===== src/vurp_pkg.sv =====
// -----------------------------------------------------------------------------
// vurp_pkg
// Types and codes shared by the register port and video memory map.
// -----------------------------------------------------------------------------
`timescale 1ns / 1ps
package vurp_pkg;
    typedef enum logic [1:0] {
        OP_READ = 2'd0, OP_WRITE = 2'd1, OP_VBL_SET = 2'd2, OP_VBL_CLR = 2'd3
    } t_op;

    localparam logic [2:0] REG_CTRL = 3'd0;
    localparam logic [2:0] REG_MASK = 3'd1;
    localparam logic [2:0] REG_STATUS = 3'd2;
    localparam logic [2:0] REG_OAMADDR = 3'd3;
    localparam logic [2:0] REG_OAMDATA = 3'd4;
    localparam logic [2:0] REG_SCROLL = 3'd5;
    localparam logic [2:0] REG_ADDR = 3'd6;
    localparam logic [2:0] REG_DATA = 3'd7;

    typedef struct packed {
        logic [1:0] opcode;
        logic [2:0] reg_index;
        logic [7:0] write_data;
    } t_in_item;

    typedef struct packed {
        logic [7:0] read_data;
        logic       nmi_raise;
    } t_out_item;

    typedef enum logic [1:0] {
        BK_IDLE = 2'd0, BK_MEM = 2'd1, BK_OUT = 2'd2
    } t_bk_state;
endpackage


===== src/vurp_front.sv =====
// -----------------------------------------------------------------------------
// vurp_front
// Input stage: takes items and holds them in a two-entry queue for the back end.
// -----------------------------------------------------------------------------
`timescale 1ns / 1ps
module vurp_front (
    input  logic               i_clk,
    input  logic               i_rst_n,
    input  logic               i_valid,
    output logic               o_stall,
    input  vurp_pkg::t_in_item i_item,
    output logic               o_q_valid,
    output vurp_pkg::t_in_item o_q_item,
    input  logic               i_q_pop
);
    vurp_pkg::t_in_item r_mem [2];
    logic r_wp, n_wp, r_rp, n_rp;
    logic [1:0] r_cnt, n_cnt;
    logic push;

    assign o_stall   = (r_cnt == 2'd2);
    assign push      = i_valid && !o_stall;
    assign o_q_valid = (r_cnt != 2'd0);
    assign o_q_item  = r_mem[r_rp];

    always_comb begin
        n_wp  = r_wp ^ push;
        n_rp  = r_rp ^ i_q_pop;
        n_cnt = r_cnt + {1'b0, push} - {1'b0, i_q_pop};
    end

    always_ff @(posedge i_clk) begin
        if (!i_rst_n) begin
            r_wp <= 1'b0;
            r_rp <= 1'b0;
            r_cnt <= 2'd0;
        end else begin
            r_wp <= n_wp;
            r_rp <= n_rp;
            r_cnt <= n_cnt;
        end
        if (push) begin
            r_mem[r_wp] <= i_item;
        end
    end
endmodule


===== config.mk =====
export PLATFORM = sky130hd
export DESIGN_NAME = vurp_front
export DESIGN_NICKNAME = d
export VERILOG_FILES = /design/src/vurp_pkg.sv /design/src/vurp_front.sv
export SDC_FILE = /design/constraint.sdc
export NUM_CORES = 1
export LEC_CHECK = 0
export BUFFER_PORTS_ARGS = -buffer_cell sky130_fd_sc_hd__buf_2
export CAP_MARGIN = 25
export CORE_MARGIN = 2
export CORE_UTILIZATION = 35
export CTS_CLUSTER_DIAMETER = 120
export DETAILED_ROUTE_END_ITERATION = 12
export PLACE_DENSITY = 0.55
export SETUP_SLACK_MARGIN = 0.5
export SLEW_MARGIN = 20
export SYNTH_ARGS = -nofsm -noshare
export SYNTH_HDL_FRONTEND = slang
export SYNTH_SLANG_ARGS = --single-unit

===== constraint.sdc =====
create_clock -name i_clk -period 1.4 [get_ports i_clk]
set_clock_uncertainty 0.15 [all_clocks]
set_input_delay 0.28 -clock i_clk [delete_from_list [all_inputs] [get_ports i_clk]]
set_output_delay 0.28 -clock i_clk [all_outputs]
set_load 0.05 [all_outputs]

==> impl_results.md <==
* Initial antenna violation count at 0
* CP Capture Type: output port
* Area Growth Syn to Fin at 52.5%
* Mux cell area share after synthesis at 12.3%
* Minimum hold slack at -0.00814 ns
* Max Cap Violations at 0
* Ports at 32
* Worst slack at placement at -0.204 ns
* IO Port Bufs at 31
* WP data arrival at 1.29 ns
* Die height at 62.3 µm
* Worst path bufs/invs at 2
* RR Startpoint: r_cnt[1]
* Remaining Overflow, GRT at 0
* Cell Chain, Critical Path: buf_4 > mux2_4 > buf_6
* Power, Total at 3.20 mW
* Largest delay contributor family on the critical path: flip-flops
* Gpl congestion at 0.622
* CTS buffer count at 5
* DP Area at 0.00148 mm²
* Pint at 2.19 mW
* Rows at 21
* Max frequency at 0.582 GHz
* Final setup violation count at 44
* CP max FO at 3
* Synth Area in Compound Gates at 0%
* Largest net degree at the start of global routing at 11
* Clock Latency Late Sink at 0.32 ns
* Root Driver: clkbuf_4
* Clock input transition at the sequential cells of the worst setup and hold paths at 0.09 ns
* Die Area at 0.00388 mm²
* Layout fillers at 286
* Startpoint class of the critical path: flip-flop
* Cell area after synthesis at 0.00119 mm²
* Unique cell type count in the Yosys netlist at 14
* Worst setup margin at -0.319 ns
* Outcome: finished, violations left
* Die width at 62.3 µm
* Sinks on Clock Net at 31
* Mean Syn Cell Area at 18.9 µm²
* Peak supply drop at 1260 µV
* Pins Over Slew Limit at 0
* Largest family of logic cells by synthesized area: multiplexers
* Fin area at 0.00181 mm²
* First-pass GRT wire length at 3390 µm
* DR iter-0 viols at 13
* Lkg Pwr at 0.759 nW
* Share of cells above drive strength 1 at 64.0%
* Antenna Cells at 0
* Seq cells post-synth at 31
* Syn nets at 84
* Crit-path max cell delay at 0.37 ns
* Core area at 0.00331 mm²
* CTS max path bufs at 2
* # H-tree levels at 2
* TNS Setup at -8.04 ns
* Worst EP required at 0.97 ns
* TritonCTS clock tree: yes
* Sw Pwr at 1.01 mW
* Power per cell area at 1770 mW/mm²
* Final Cycle Share at 123%
* Drt via density at 4.25
* Simple-gate share of the synthesized area at 4.84%
* Seq/Total Area, Yosys at 74.1%
* Worst-margin pin slew at 0.132 ns
* Register area at 887 µm²
* Final min period at 1.72 ns
* Area of the multi-input gates at 364 µm²
* Drc violations at 0
* Ys Warns at 0
* Initial core utilization at 35.9%
* Final ANT Viol Nets at 0
* GR Util All Layers at 12.0%
* Detailed Routing Iterations Pass 1 at 4
* Failing checks: hold timing, setup timing
* Hold Vio Cnt, Final at 17
* Synth Area in XOR/XNOR at 2.63%
* Combinational Power Share at 40.8%
* DR vias at 680
* WL/cell at 13.1 µm
* Routed wire length at 2100 µm
* Switching Fraction at 31.5%
* Final Util at 54.8%
* Most frequent cells in the layout: edfxtp_1, buf_6, buf_2, mux2_4, clkbuf_4
* Synth Area in Adders at 4.21%
* HP Start: i_item[11]
* Critical Path Slowest Stage Cell: dfxtp_4
* Nets at 134
* Syn Inst Count at 63
* RSZ-0062 raised after global routing: true
* Vias in the first global route at 733
* Clock power frac at 20.7%
* Relative slew slack at 91.2%
* Most common cell after layout, fill and taps aside: edfxtp_1
* Setup CP Type: flip-flop to output port
* Reg power frac at 38.6%
* Worst Hold Class: primary input to flip-flop
-- state kept, by name (all words and copies together), names as in the netlist, named ones only --
signal and flops:
r_mem 26, r_cnt 2, r_rp 1, r_wp 1
-- final timing paths --
kind | endpoint | slack (ns) | cells past startpoint
worst max-delay path | o_q_item[2] | -0.32 | 3
worst min-delay path | r_mem[0][11] | -0.008 | 1
worst max register to register | r_cnt[1] | -0.26 | 7
worst min register to register | flip-flop | 0.43 | 2
-- repair_timing --
| item | 4_1_cts | 5_1_grt |
|---|---|---|
| pin swaps | 2 | 2 |
| hold endpoints to repair | 26 | 26 |
| setup endpoints to repair | 44 | 44 |
| buffers inserted | 10 | 0 |
| gates resized for setup | 46 | 3 |
-- final cells by class --
cell class | count | share of cell area, %
Clock buffer | 5 | 2.07
Clock inverter | 3 | 2.14
Inverter | 3 | 0.621
Multi-Input combinational cell | 28 | 20.1
Sequential cell | 31 | 48.9
Tap cell | 46 | 3.17
Timing Repair Buffer | 44 | 23.0
-- cells by family after synthesis --
kind of cell / Yosys count
mux: 13
xor+xnor: 2
simple gates: 9
fa+ha+maj: 4
flops: 31
buf+inv: 4
-- Yosys cell counts --
cell | n | area share (%)
inv_1 | 3 | 0.95
xor2_1 | 1 | 0.74
ha_1 | 4 | 4.2
nor2b_2 | 1 | 0.74
xnor3_1 | 1 | 1.9
edfxtp_1 | 26 | 66
mux2_2 | 13 | 12
or2_2 | 1 | 0.53
and2_1 | 4 | 2.1
nor2b_1 | 1 | 0.53
or2b_1 | 1 | 0.63
dfxtp_1 | 5 | 8.4
buf_6 | 1 | 0.95
nand2_1 | 1 | 0.32
-- through the flow --
stage	hold slack, ns	std cells
after floorplan	0.229	63
after global placement	0.320	142
after detailed placement	0.321	142
after CTS	-0.0287	160
after global routing	-0.0404	160
final	-0.00814	160
-- worst reg2reg max path, delay by kind of cell, from the launching register on --
family	cells	cell delay, ns
and+or+nand+nor	3	0.46
adders and majority gates	2	0.38
DFF	1	0.35
xor gates and xnor gates	1	0.22
buffers and inverters	1	0.06
-- per-layer routing --
layer  vias to the layer above  global-route usage [%]  share of wire (%)
li1                        330                       -                  -
met1                       324                    12.9                 39
met2                        22                    20.2                 54
met3                         4                    5.43                5.9
met4                         0                    5.83                1.2
met5                         -                       0                  0
-- power by group through the flow --
| stage | sequential (mW) | clock [mW] | combinational [mW] |
|---|---|---|---|
| after global routing | 1.25 | 0.732 | 1.37 |
| after global placement | 1.25 | 0 | 0.913 |
| final | 1.23 | 0.661 | 1.31 |
| after detailed placement | 1.26 | 0 | 0.927 |
| after CTS | 1.23 | 0.685 | 1.31 |
| after floorplan | 1.24 | 0 | 0.742 |
Power figures use the tool's default switching activity.
